<file path="src/rtl/core/nscm_pkg.sv">
`default_nettype none
package nscm_pkg;

  // Fixed field widths
  localparam int PT_W   = 24;
  localparam int CRD_W  = 16;
  localparam int SCL_W  = 16;
  localparam int SLOT_W = 3;
  localparam int OP_W   = 2;
  localparam int CFG_W  = 4;
  localparam int CNT_W  = 5;

  localparam logic signed [PT_W-1:0] PT_MAX = 24'sh7FFFFF;
  localparam logic signed [PT_W-1:0] PT_MIN = -24'sh800000;

  typedef enum logic [OP_W-1:0] {
    OP_WR_LOGICAL = 2'd0,
    OP_WR_NATIVE  = 2'd1,
    OP_MAP_FWD    = 2'd2,
    OP_MAP_REV    = 2'd3
  } op_t;

  // Command handed from the front to the back through the queue
  typedef struct packed {
    op_t                      op;
    logic                     slot_ok;
    logic [SLOT_W-1:0]        slot;
    logic [CNT_W-1:0]         count;
    logic signed [CRD_W-1:0]  left;
    logic signed [CRD_W-1:0]  top;
    logic [CRD_W-1:0]         width;
    logic [CRD_W-1:0]         height;
    logic [SCL_W-1:0]         scale;
    logic signed [PT_W-1:0]   px;
    logic signed [PT_W-1:0]   py;
  } cmd_t;

endpackage
`default_nettype wire

</file>
<file path="src/rtl/core/nscm_cmd_fifo.sv">
`default_nettype none
module nscm_cmd_fifo
  import nscm_pkg::*;
(
  input  wire logic clk,
  input  wire logic rst,
  input  wire logic push_valid,
  output logic      push_ready,
  input  wire cmd_t push_data,
  output logic      pop_valid,
  input  wire logic pop_ready,
  output cmd_t      pop_data
);

  cmd_t       entry [2];
  logic       wr_ptr;
  logic       rd_ptr;
  logic [1:0] fill;
  logic       do_push;
  logic       do_pop;

  assign push_ready = (fill != 2'd2);
  assign pop_valid  = (fill != 2'd0);
  assign pop_data   = entry[rd_ptr];
  assign do_push    = push_valid & push_ready;
  assign do_pop     = pop_valid & pop_ready;

  // Storage
  always_ff @(posedge clk) begin
    if (do_push) begin
      entry[wr_ptr] <= push_data;
    end
  end

  // Pointers and fill level
  always_ff @(posedge clk) begin
    if (rst) begin
      wr_ptr <= 1'b0;
      rd_ptr <= 1'b0;
      fill   <= 2'd0;
    end else begin
      if (do_push) begin
        wr_ptr <= ~wr_ptr;
      end
      if (do_pop) begin
        rd_ptr <= ~rd_ptr;
      end
      if (do_push && !do_pop) begin
        fill <= fill + 2'd1;
      end else if (do_pop && !do_push) begin
        fill <= fill - 2'd1;
      end
    end
  end

endmodule
`default_nettype wire

</file>
<file path="config.mk">
export PLATFORM = sky130hd
export DESIGN_NAME = nscm_cmd_fifo
export DESIGN_NICKNAME = d
export VERILOG_FILES = /design/src/rtl/core/nscm_pkg.sv /design/src/rtl/core/nscm_cmd_fifo.sv
export SDC_FILE = /design/constraint.sdc
export NUM_CORES = 1
export LEC_CHECK = 0
export BUFFER_PORTS_ARGS = -buffer_cell sky130_fd_sc_hd__buf_2
export CELL_PAD_IN_SITES_DETAIL_PLACEMENT = 1
export CELL_PAD_IN_SITES_GLOBAL_PLACEMENT = 2
export CORE_MARGIN = 2
export CORE_UTILIZATION = 41
export DETAILED_ROUTE_END_ITERATION = 10
export HOLD_SLACK_MARGIN = 0.06
export PLACE_DENSITY_LB_ADDON = 0.1
export REMOVE_ABC_BUFFERS = 1
export SYNTH_ARGS = -nofsm -noshare
export SYNTH_HDL_FRONTEND = slang
export SYNTH_SLANG_ARGS = --single-unit
</file>
<file path="constraint.sdc">
create_clock -name clk -period 11.7 [get_ports clk]
set_clock_uncertainty 0.15 [all_clocks]
set_input_delay 0.585 -clock clk [delete_from_list [all_inputs] [get_ports clk]]
set_output_delay 0.585 -clock clk [all_outputs]
set_load 0.005 [all_outputs]
</file>
==> impl_metrics.ini <==
[yosys]
ys_top_cells_by_area = edfxtp_1, mux2_2, buf_6
synthCells = 456
synth_common_cells = edfxtp_1, mux2_2, buf_6
synthFlopType = edfxtp_1
avgSynthCellArea_um2 = 22.6
synth_area_um2 = 10300
synthArstFlopShare = 0
synth_top_cell_area_share = 0.812
post-synth-top-count-cell = edfxtp_1
yosysWarnings = 0
synth_seq_area_share = 0.821
yosys.cell_types.count = 19
synth_edf_count = 278
yosys_register_bits = 283
yosysTopAreaCell = edfxtp_1

[power_and_ir_drop]
p_leak_nw = 4.84
ir_drop_mv = 0.138
p_total_w = 0.00285
power_density_nw_per_um2 = 218

[routing]
wl_um = 21600
drt_iter0_markers = 277
vias = 5297
via_per_inst = 4.77
drc = 0
antenna_left = 0
drt-wirelength-per-cell_um = 19.4
dr.pass1.iters = 4

[global_route]
grt_pass1_wl_um = 32200
antenna_found_initial = 5
grt_overflow = 0
grt_max_degree = 78
grt_pass1_vias = 5787
grt_use_total = 0.161

[hold_path]
hp-class = in2reg

[clocking]
h-tree-depth = 2
clk_latency_ns = 0.49
cts_setup_buffers = 0
cts_inserted_buffers = 34
cts.sinks = 283
clkTransAtPathRegs_ns = 0.05
cts.path.max_buffers = 3
cts_root_buf = clkbuf_16
cts_tree = built
postCtsHoldBufs = 0
ctsResizeCount = 0

[timing]
worst_pin_slew_ns = 1.07
slew-limit-headroom = 0.288
holdWs_ns = 0.127
setup_violations = 0
drv_slew = 0
fmax_ghz = 0.273
tns_ns = 0
finalHoldViolations = 0
min_period_ns = 3.66
rsz0062_at_grt = false
timing.final.crit_share = 0.313

[floorplan]
initial_core_util = 0.420
die_y_um = 162
coreArea_um2 = 24500
die_w_um = 162
die-area_um2 = 26400
ios = 284
core.rowCount = 57

[flow_run]
drv_cap = 0

[cells_and_area]
fin_area_um2 = 13000
fin_nets = 907
drive_gt1_frac = 0.605
area_growth_pct = 26.8
finalCoreUtilization = 0.533

[placement]
io_buffers = 283
dpl.hpwl_um = 14300
routabilityCongestion = 0.735
dpl_cell_area_um2 = 12000

[setup_path]
crit_arrival_ns = 2.93
cp.required_ns = 10.97
crit_path_end = pop_data[116]
reg2reg_depth = 3
cp_max_fo = 77
critPathLaunchType = register
reg2reg_to = entry[1][138]
r2r-start = fill[0]
crit_type = reg2out
cp-end-kind = output pin
r2r_slack_ns = 8.67

[outcome]
status = finished, final reports clean
-- cell type report --
type	instances	area [µm²]
antenna	5	12.5
clock buffer	45	966
clock inverter	10	71.3
fill	2311	11400
inverter	1	8.76
multi-input combinational	157	1690
sequential	283	8450
tap	324	405
timing repair buffer	286	1440
-- cell usage in the layout (no fill, tap or decap) --
master	instances
dfxtp_1	4
ha_1	1
mux2_2	139
clkinvlp_4	1
nand3b_1	1
xor2_1	3
edfxtp_1	278
nor2_1	3
dfxtp_4	1
nand2b_1	1
clkinv_1	5
or3_1	1
clkbuf_8	1
buf_4	3
diode_2	5
buf_2	283
and3_4	1
a21oi_1	2
a21bo_2	1
clkbuf_1	7
o21ai_0	2
inv_6	1
bufinv_16	1
clkbuf_16	37
or2_2	1
clkinv_2	3
and2_1	1
-- layer usage --
| metal | wire (µm) | global-route usage | share of wire | vias up |
|---|---|---|---|---|
| li1 | - | - | - | 2437 |
| met1 | 8380 | 0.189 | 0.39 | 2616 |
| met2 | 10900 | 0.273 | 0.50 | 197 |
| met3 | 1790 | 0.0553 | 0.083 | 43 |
| met4 | 552 | 0.0619 | 0.026 | 4 |
| met5 | 31 | 0 | 0.0014 | - |
-- how the worst min path moves through the flow --
stage,from,end,slack (ns),depth (start not counted)
2_1_floorplan,fill[1],fill[1],0.32,2
3_3_place_gp,rd_ptr,rd_ptr,0.34,2
3_5_place_dp,rd_ptr,rd_ptr,0.35,2
4_1_cts,push_data[97],entry[0][97],0.1,1
5_1_grt,push_data[0],entry[1][0],0.10,1
6_report,push_data[97],entry[1][97],0.13,1
-- critical path, cell delays in order, from the launching register on --
cell     delay, ns
dfxtp_4       0.89
buf_4         0.92
mux2_2        0.46
buf_2         0.14
-- kinds of logic (layout without fill, tap and decap cells) --
group | after synthesis | after routing | share of synthesized area
flip-flops | 283 | 283 | 0.821
multiplexers | 139 | 139 | 0.152
buffers and inverters | 16 | 342 | 0.0148
AND/OR/NAND/NOR | 9 | 9 | 0.00487
AO/OA/AOI/OAI | 5 | 5 | 0.00292
XOR/XNOR | 3 | 3 | 0.00256
adder cells (fa/ha/maj) | 1 | 1 | 0.00122
other | 0 | 5 | 0
-- through the flow --
| step | instances | setup slack (ns) |
|---|---|---|
| 6_report | 1111 | 8.04 |
| 4_1_cts | 1106 | 7.89 |
| 5_1_grt | 1109 | 7.79 |
| 2_1_floorplan | 441 | 7.09 |
| 3_3_place_gp | 1051 | 8.44 |
| 3_5_place_dp | 1051 | 8.42 |
-- registers in the layout, indices dropped and copies added (netlist names), named ones only --
signal and cells:
rd_ptr 1, fill 2, entry 278, wr_ptr 1
-- report_power, final --
| part | total [W] | internal, W | leakage (nW) | switching [W] |
|---|---|---|---|---|
| clock | 0.000968 | 0.000596 | 0.505 | 0.000371 |
| combinational | 0.000554 | 0.000286 | 1.69 | 0.000268 |
| sequential | 0.00133 | 0.00127 | 2.64 | 0.0000585 |
| total | 0.00285 | 0.00215 | 4.84 | 0.000697 |
(Power assumes the default switching activity.)
