File: src/rtl/core/nscm_pkg.sv
`default_nettype none
package nscm_pkg;

  // Fixed field widths
  localparam int PT_W   = 24;
  localparam int CRD_W  = 16;
  localparam int SCL_W  = 16;
  localparam int SLOT_W = 3;
  localparam int OP_W   = 2;
  localparam int CFG_W  = 4;
  localparam int CNT_W  = 5;

  localparam logic signed [PT_W-1:0] PT_MAX = 24'sh7FFFFF;
  localparam logic signed [PT_W-1:0] PT_MIN = -24'sh800000;

  typedef enum logic [OP_W-1:0] {
    OP_WR_LOGICAL = 2'd0,
    OP_WR_NATIVE  = 2'd1,
    OP_MAP_FWD    = 2'd2,
    OP_MAP_REV    = 2'd3
  } op_t;

  // Command handed from the front to the back through the queue
  typedef struct packed {
    op_t                      op;
    logic                     slot_ok;
    logic [SLOT_W-1:0]        slot;
    logic [CNT_W-1:0]         count;
    logic signed [CRD_W-1:0]  left;
    logic signed [CRD_W-1:0]  top;
    logic [CRD_W-1:0]         width;
    logic [CRD_W-1:0]         height;
    logic [SCL_W-1:0]         scale;
    logic signed [PT_W-1:0]   px;
    logic signed [PT_W-1:0]   py;
  } cmd_t;

endpackage
`default_nettype wire

File: src/rtl/core/nscm_if.sv
`default_nettype none
interface nscm_in_if;
  import nscm_pkg::*;
  logic                     valid;
  logic                     ready;
  logic [OP_W-1:0]          op;
  logic [SLOT_W-1:0]        slot;
  logic signed [CRD_W-1:0]  rect_left;
  logic signed [CRD_W-1:0]  rect_top;
  logic [CRD_W-1:0]         rect_width;
  logic [CRD_W-1:0]         rect_height;
  logic [SCL_W-1:0]         pixel_scale;
  logic signed [PT_W-1:0]   point_x;
  logic signed [PT_W-1:0]   point_y;

  modport source (output valid, op, slot, rect_left, rect_top, rect_width, rect_height,
                  pixel_scale, point_x, point_y, input ready);
  modport sink (input valid, op, slot, rect_left, rect_top, rect_width, rect_height,
                pixel_scale, point_x, point_y, output ready);
endinterface

`default_nettype wire

File: src/rtl/core/nscm_front.sv
`default_nettype none
module nscm_front
  import nscm_pkg::*;
#(
  parameter int NUM_SCREENS = 8
) (
  input  wire logic             clk,
  input  wire logic             rst,
  input  wire logic             cfg_wr_en,
  input  wire logic [CFG_W-1:0] cfg_wr_data,
  nscm_in_if.sink               in_ch,
  output logic                  push_valid,
  input  wire logic             push_ready,
  output cmd_t                  push_data
);

  logic [CFG_W-1:0] screen_count;
  logic [CNT_W-1:0] count_eff;

  // Screen count register
  always_ff @(posedge clk) begin
    if (rst) begin
      screen_count <= '0;
    end else if (cfg_wr_en) begin
      screen_count <= cfg_wr_data;
    end
  end

  // Clip count to the table size
  always_comb begin
    if (CNT_W'(screen_count) > CNT_W'(NUM_SCREENS)) begin
      count_eff = CNT_W'(NUM_SCREENS);
    end else begin
      count_eff = CNT_W'(screen_count);
    end
  end

  // Classify and pass on
  assign in_ch.ready = push_ready;
  assign push_valid  = in_ch.valid;

  always_comb begin
    push_data         = '0;
    push_data.op      = op_t'(in_ch.op);
    push_data.slot    = in_ch.slot;
    push_data.slot_ok = (CNT_W'(in_ch.slot) < CNT_W'(NUM_SCREENS));
    push_data.count   = count_eff;
    push_data.left    = in_ch.rect_left;
    push_data.top     = in_ch.rect_top;
    push_data.width   = in_ch.rect_width;
    push_data.height  = in_ch.rect_height;
    push_data.scale   = in_ch.pixel_scale;
    push_data.px      = in_ch.point_x;
    push_data.py      = in_ch.point_y;
  end

endmodule
`default_nettype wire

File: src/flat_wrapper.sv
// flat-port wrapper written by rule: the top's interface ports become plain ports
module nscm_front_flat import nscm_pkg::*;
#(
  parameter int NUM_SCREENS = 8
)
  (clk, rst, cfg_wr_en, cfg_wr_data, push_valid, push_ready, push_data, in_ch_valid, in_ch_op, in_ch_slot, in_ch_rect_left, in_ch_rect_top, in_ch_rect_width, in_ch_rect_height, in_ch_pixel_scale, in_ch_point_x, in_ch_point_y, in_ch_ready);
  nscm_in_if in_ch_i ();
  input  wire logic clk;
  input  wire logic rst;
  input  wire logic cfg_wr_en;
  input  wire logic [CFG_W-1:0] cfg_wr_data;
  output logic push_valid;
  input  wire logic push_ready;
  output cmd_t push_data;
  input wire logic [$bits(in_ch_i.valid)-1:0] in_ch_valid;
  input wire logic [$bits(in_ch_i.op)-1:0] in_ch_op;
  input wire logic [$bits(in_ch_i.slot)-1:0] in_ch_slot;
  input wire logic [$bits(in_ch_i.rect_left)-1:0] in_ch_rect_left;
  input wire logic [$bits(in_ch_i.rect_top)-1:0] in_ch_rect_top;
  input wire logic [$bits(in_ch_i.rect_width)-1:0] in_ch_rect_width;
  input wire logic [$bits(in_ch_i.rect_height)-1:0] in_ch_rect_height;
  input wire logic [$bits(in_ch_i.pixel_scale)-1:0] in_ch_pixel_scale;
  input wire logic [$bits(in_ch_i.point_x)-1:0] in_ch_point_x;
  input wire logic [$bits(in_ch_i.point_y)-1:0] in_ch_point_y;
  output wire logic [$bits(in_ch_i.ready)-1:0] in_ch_ready;
  assign in_ch_i.valid = in_ch_valid;
  assign in_ch_i.op = in_ch_op;
  assign in_ch_i.slot = in_ch_slot;
  assign in_ch_i.rect_left = in_ch_rect_left;
  assign in_ch_i.rect_top = in_ch_rect_top;
  assign in_ch_i.rect_width = in_ch_rect_width;
  assign in_ch_i.rect_height = in_ch_rect_height;
  assign in_ch_i.pixel_scale = in_ch_pixel_scale;
  assign in_ch_i.point_x = in_ch_point_x;
  assign in_ch_i.point_y = in_ch_point_y;
  assign in_ch_ready = in_ch_i.ready;
  nscm_front #(.NUM_SCREENS(NUM_SCREENS)) u_core (.clk(clk), .rst(rst), .cfg_wr_en(cfg_wr_en), .cfg_wr_data(cfg_wr_data), .in_ch(in_ch_i), .push_valid(push_valid), .push_ready(push_ready), .push_data(push_data));
endmodule
File: config.mk
export PLATFORM = sky130hd
export DESIGN_NAME = nscm_front_flat
export DESIGN_NICKNAME = d
export VERILOG_FILES = /design/src/rtl/core/nscm_pkg.sv /design/src/rtl/core/nscm_if.sv /design/src/rtl/core/nscm_front.sv /design/src/flat_wrapper.sv
export SDC_FILE = /design/constraint.sdc
export NUM_CORES = 1
export LEC_CHECK = 0
export BUFFER_PORTS_ARGS = -buffer_cell sky130_fd_sc_hd__buf_2
export CORE_AREA = 2 2 110 112
export CTS_CLUSTER_DIAMETER = 80
export DETAILED_ROUTE_END_ITERATION = 10
export DIE_AREA = 0 0 112 114
export PLACE_DENSITY = 0.55
export SETUP_SLACK_MARGIN = 0.3
export SLEW_MARGIN = 0
export SYNTH_ARGS = -nofsm -noshare
export SYNTH_HDL_FRONTEND = slang
export SYNTH_SLANG_ARGS = --single-unit
File: constraint.sdc
create_clock -name clk -period 0.8 [get_ports clk]
set_input_delay 0.08 -clock clk [delete_from_list [all_inputs] [get_ports clk]]
set_output_delay 0.08 -clock clk [all_outputs]
set_load 0.05 [all_outputs]
==> results.md <==
- Critical setup path kind: flip-flop to output port
- Number of diodes: 0
- Yosys warns: 0
- All-layer global routing usage: 0.0369
- Area share of the largest cell type after synthesis: 0.854
- Residual overflow from global routing: 0
- Min-delay src: rst
- Pre-CTS setup slack: 0.00136 ns
- Via count of the first global-routing pass: 417
- Flip-flop and latch count after synthesis: 4
- Final setup TNS: -0.540 ns
- I/O pin count: 283
- Post-Synthesis Net Count: 298
- Pwr/cell area: 2240 nW/um^2
- Endpoint of the lowest-slack register-to-register path: u_core.screen_count[3]
- Peak fanout along the critical path: 5
- Mapped cell area: 1200 sq um
- Outcome: finished with violations
- CTS Hold Bufs: 0
- Die boundary height: 114 microns
- Largest stage delay on the critical path: 0.37 ns
- Largest clock skew in the final design: 0 ns
- Count of final hold-check violations: 0
- Count of max-cap constraint violations: 0
- TritonCTS clock tree: done
- Area leader, netlist: sky130_fd_sc_hd__buf_4
- Register name with the most flops: u_core.screen_count
- Clock sink count: 4
- Min cycle time layout: 0.945 ns
- Worst hold-check path type: primary input to flip-flop
- Startpoint of the most critical setup path: u_core.screen_count[3]
- Syn Area/Cell: 7.72 sq um
- CORE AREA: 11,700 sq um
- Fraction of final layout cells sized beyond drive strength 1: 0.645
- Worst-case hold path end point: u_core.screen_count[3]
- Number of antenna violations at the first check in global routing: 0
- Final non-filler cell area: 526 sq um
- Setup slack of the critical path after layout: -0.145 ns
- Global-route wire length before repair: 3.23 mm
- Family with the most delay on the worst path: flip-flops
- Unrepaired setup endpoints after global routing: true
- Clk buf depth: 2
- Number of buffers inserted during clock tree synthesis: 3
- Setup violations, final: 4
- Top post-synthesis cells by area: sky130_fd_sc_hd__buf_4, sky130_fd_sc_hd__dfxtp_1, sky130_fd_sc_hd__mux2i_1
- Pre-antenna DRT Iters: 2
- Width of the chip: 112 microns
- Registers with the most flip-flops: u_core.screen_count x4
- Detailed-route via count: 373
- Register area share after synthesis: 0.0665
- Type of element capturing the critical path: output port
- Remaining DRCs: 0
- Later-pin clock latency in the skew report: 0.22 ns
- Die footprint: 12,800 sq um
- H-tree levels: 1
- Routed Antenna Nets: 0
- Violations in the final reports: setup timing
- Reg-to-reg startpoint: u_core.screen_count[3]
- Sum of routed wire length over all layers: 2.74 mm
- Number of setup buffers added after CTS: 0
- Worst-case register-to-register setup slack: 0.14 ns
- Row Count: 40
- Starting density of the core: 0.103
- Top achievable clock speed: 1060 MHz
- Required time at the worst-slack endpoint: 0.72 ns
- Buffers added on ports: 10
- Final Cycle Share: 1.18
- Clk pin slew, worst setup/hold paths: 0.03 ns
- IR drop worst, VDD: 1.82 mV
- Slowest stage cell on the critical path: sky130_fd_sc_hd__dfxtp_4
- Area overhead of the layout relative to synthesis: -56.4%
- R2R depth: 2
- Clock root buffer: sky130_fd_sc_hd__clkbuf_16
- Via density: 2.10
- Initial drt markers: 9
- Final weighted congestion in routability-driven placement: 0.580
- Cell area reported after detailed placement: 422 sq um
- Average wire per cell in the routed design: 15.4 microns
- Buf+Inv Stages, Crit Path: 1
- Net count, final: 174
- Post-route worst hold slack: 0.0573 ns
- Synthesized instance count: 156
- Leak: 0.173 nW
- Largest register FFs: 4
- Synth unique cells: 8
- Fin. max-slew vios: 0
- Arrival time at the worst endpoint: 0.87 ns
- Cell breakdown of the critical path: nor2b_4 -> buf_6
- Largest net degree at the start of global routing: 6
- Critical Path Source Type: flip-flop
- Hold depth: 2
## what timing repair did
item / in CTS / in global routing
resized for setup: 10 / 0
pin swaps: 0 / 0
endpoints found under the setup margin: 8 / 8
## area by class of cell
| cell class | count | area, sq um |
|---|---|---|
| Fill cell | 1404 | 11200 |
| Tap cell | 147 | 184 |
| Multi-Input combinational cell | 13 | 104 |
| Sequential cell | 4 | 87.6 |
| Clock buffer | 4 | 78.8 |
| Timing Repair Buffer | 10 | 71.3 |
## power breakdown
group	switching [W]	internal, W
Combinational	0.0000871	0.0000544
Clock	0.000150	0.000659
Sequential	0.0000123	0.000214
## synthesized netlist by cell type (all sizes together)
| cell type | number |
|---|---|
| nor2 | 4 |
| clkbuf | 1 |
| conb | 2 |
| buf | 138 |
| mux2i | 4 |
| dfxtp | 4 |
| nor2b | 3 |
## kinds of logic (layout without fill, tap and decap cells)
family	after synthesis	count (layout)	synth area share
buffers and inverters	139	14	0.866
AND/OR/NAND/NOR	7	7	0.0280
multiplexers	4	4	0.0332
flip-flops	4	4	0.0665
other	2	2	0.00623
## worst max-delay path by stage
| stage | to | slack, ns | depth (start not counted) |
|---|---|---|---|
| floorplan | push_data[128] | 0.07 | 1 |
| global placement | push_data[130] | 0.01 | 2 |
| detailed placement | push_data[129] | 0.001 | 2 |
| CTS | push_data[129] | -0.15 | 2 |
| global route | push_data[130] | -0.17 | 2 |
| finish | push_data[129] | -0.15 | 2 |
## layer usage
| metal | part of all wire | vias to the layer above | track usage | routed length (microns) |
|---|---|---|---|---|
| met3 | 0.46 | 54 | 0.0776 | 1260 |
| li1 | - | 78 | - | - |
| met2 | 0.35 | 121 | 0.0392 | 947 |
| met1 | 0.058 | 120 | 0.00481 | 160 |
| met4 | 0.14 | 0 | 0.0553 | 379 |
| met5 | 0 | - | 0.0196 | 0 |
## layout by cell type (no fill, tap or decap)
| cell | count |
|---|---|
| sky130_fd_sc_hd__buf_2 | 6 |
| sky130_fd_sc_hd__mux2i_1 | 4 |
| sky130_fd_sc_hd__nor2_1 | 4 |
| sky130_fd_sc_hd__nor2b_4 | 3 |
| sky130_fd_sc_hd__clkbuf_16 | 3 |
| sky130_fd_sc_hd__buf_6 | 3 |
| sky130_fd_sc_hd__dfxtp_2 | 3 |
| sky130_fd_sc_hd__conb_1 | 2 |
| sky130_fd_sc_hd__clkbuf_1 | 1 |
| sky130_fd_sc_hd__buf_4 | 1 |
| sky130_fd_sc_hd__dfxtp_4 | 1 |
## stage by stage
stage / power [W] / cells / util
finish: 0.00118 / 178 / 0.0449
floorplan: 0.00216 / 156 / -
CTS: 0.00119 / 178 / 0.0449
detailed placement: 0.000356 / 174 / 0.0360
global route: 0.00121 / 178 / 0.0449
global placement: 0.000353 / 174 / 0.0360
(Power assumes the default switching activity.)
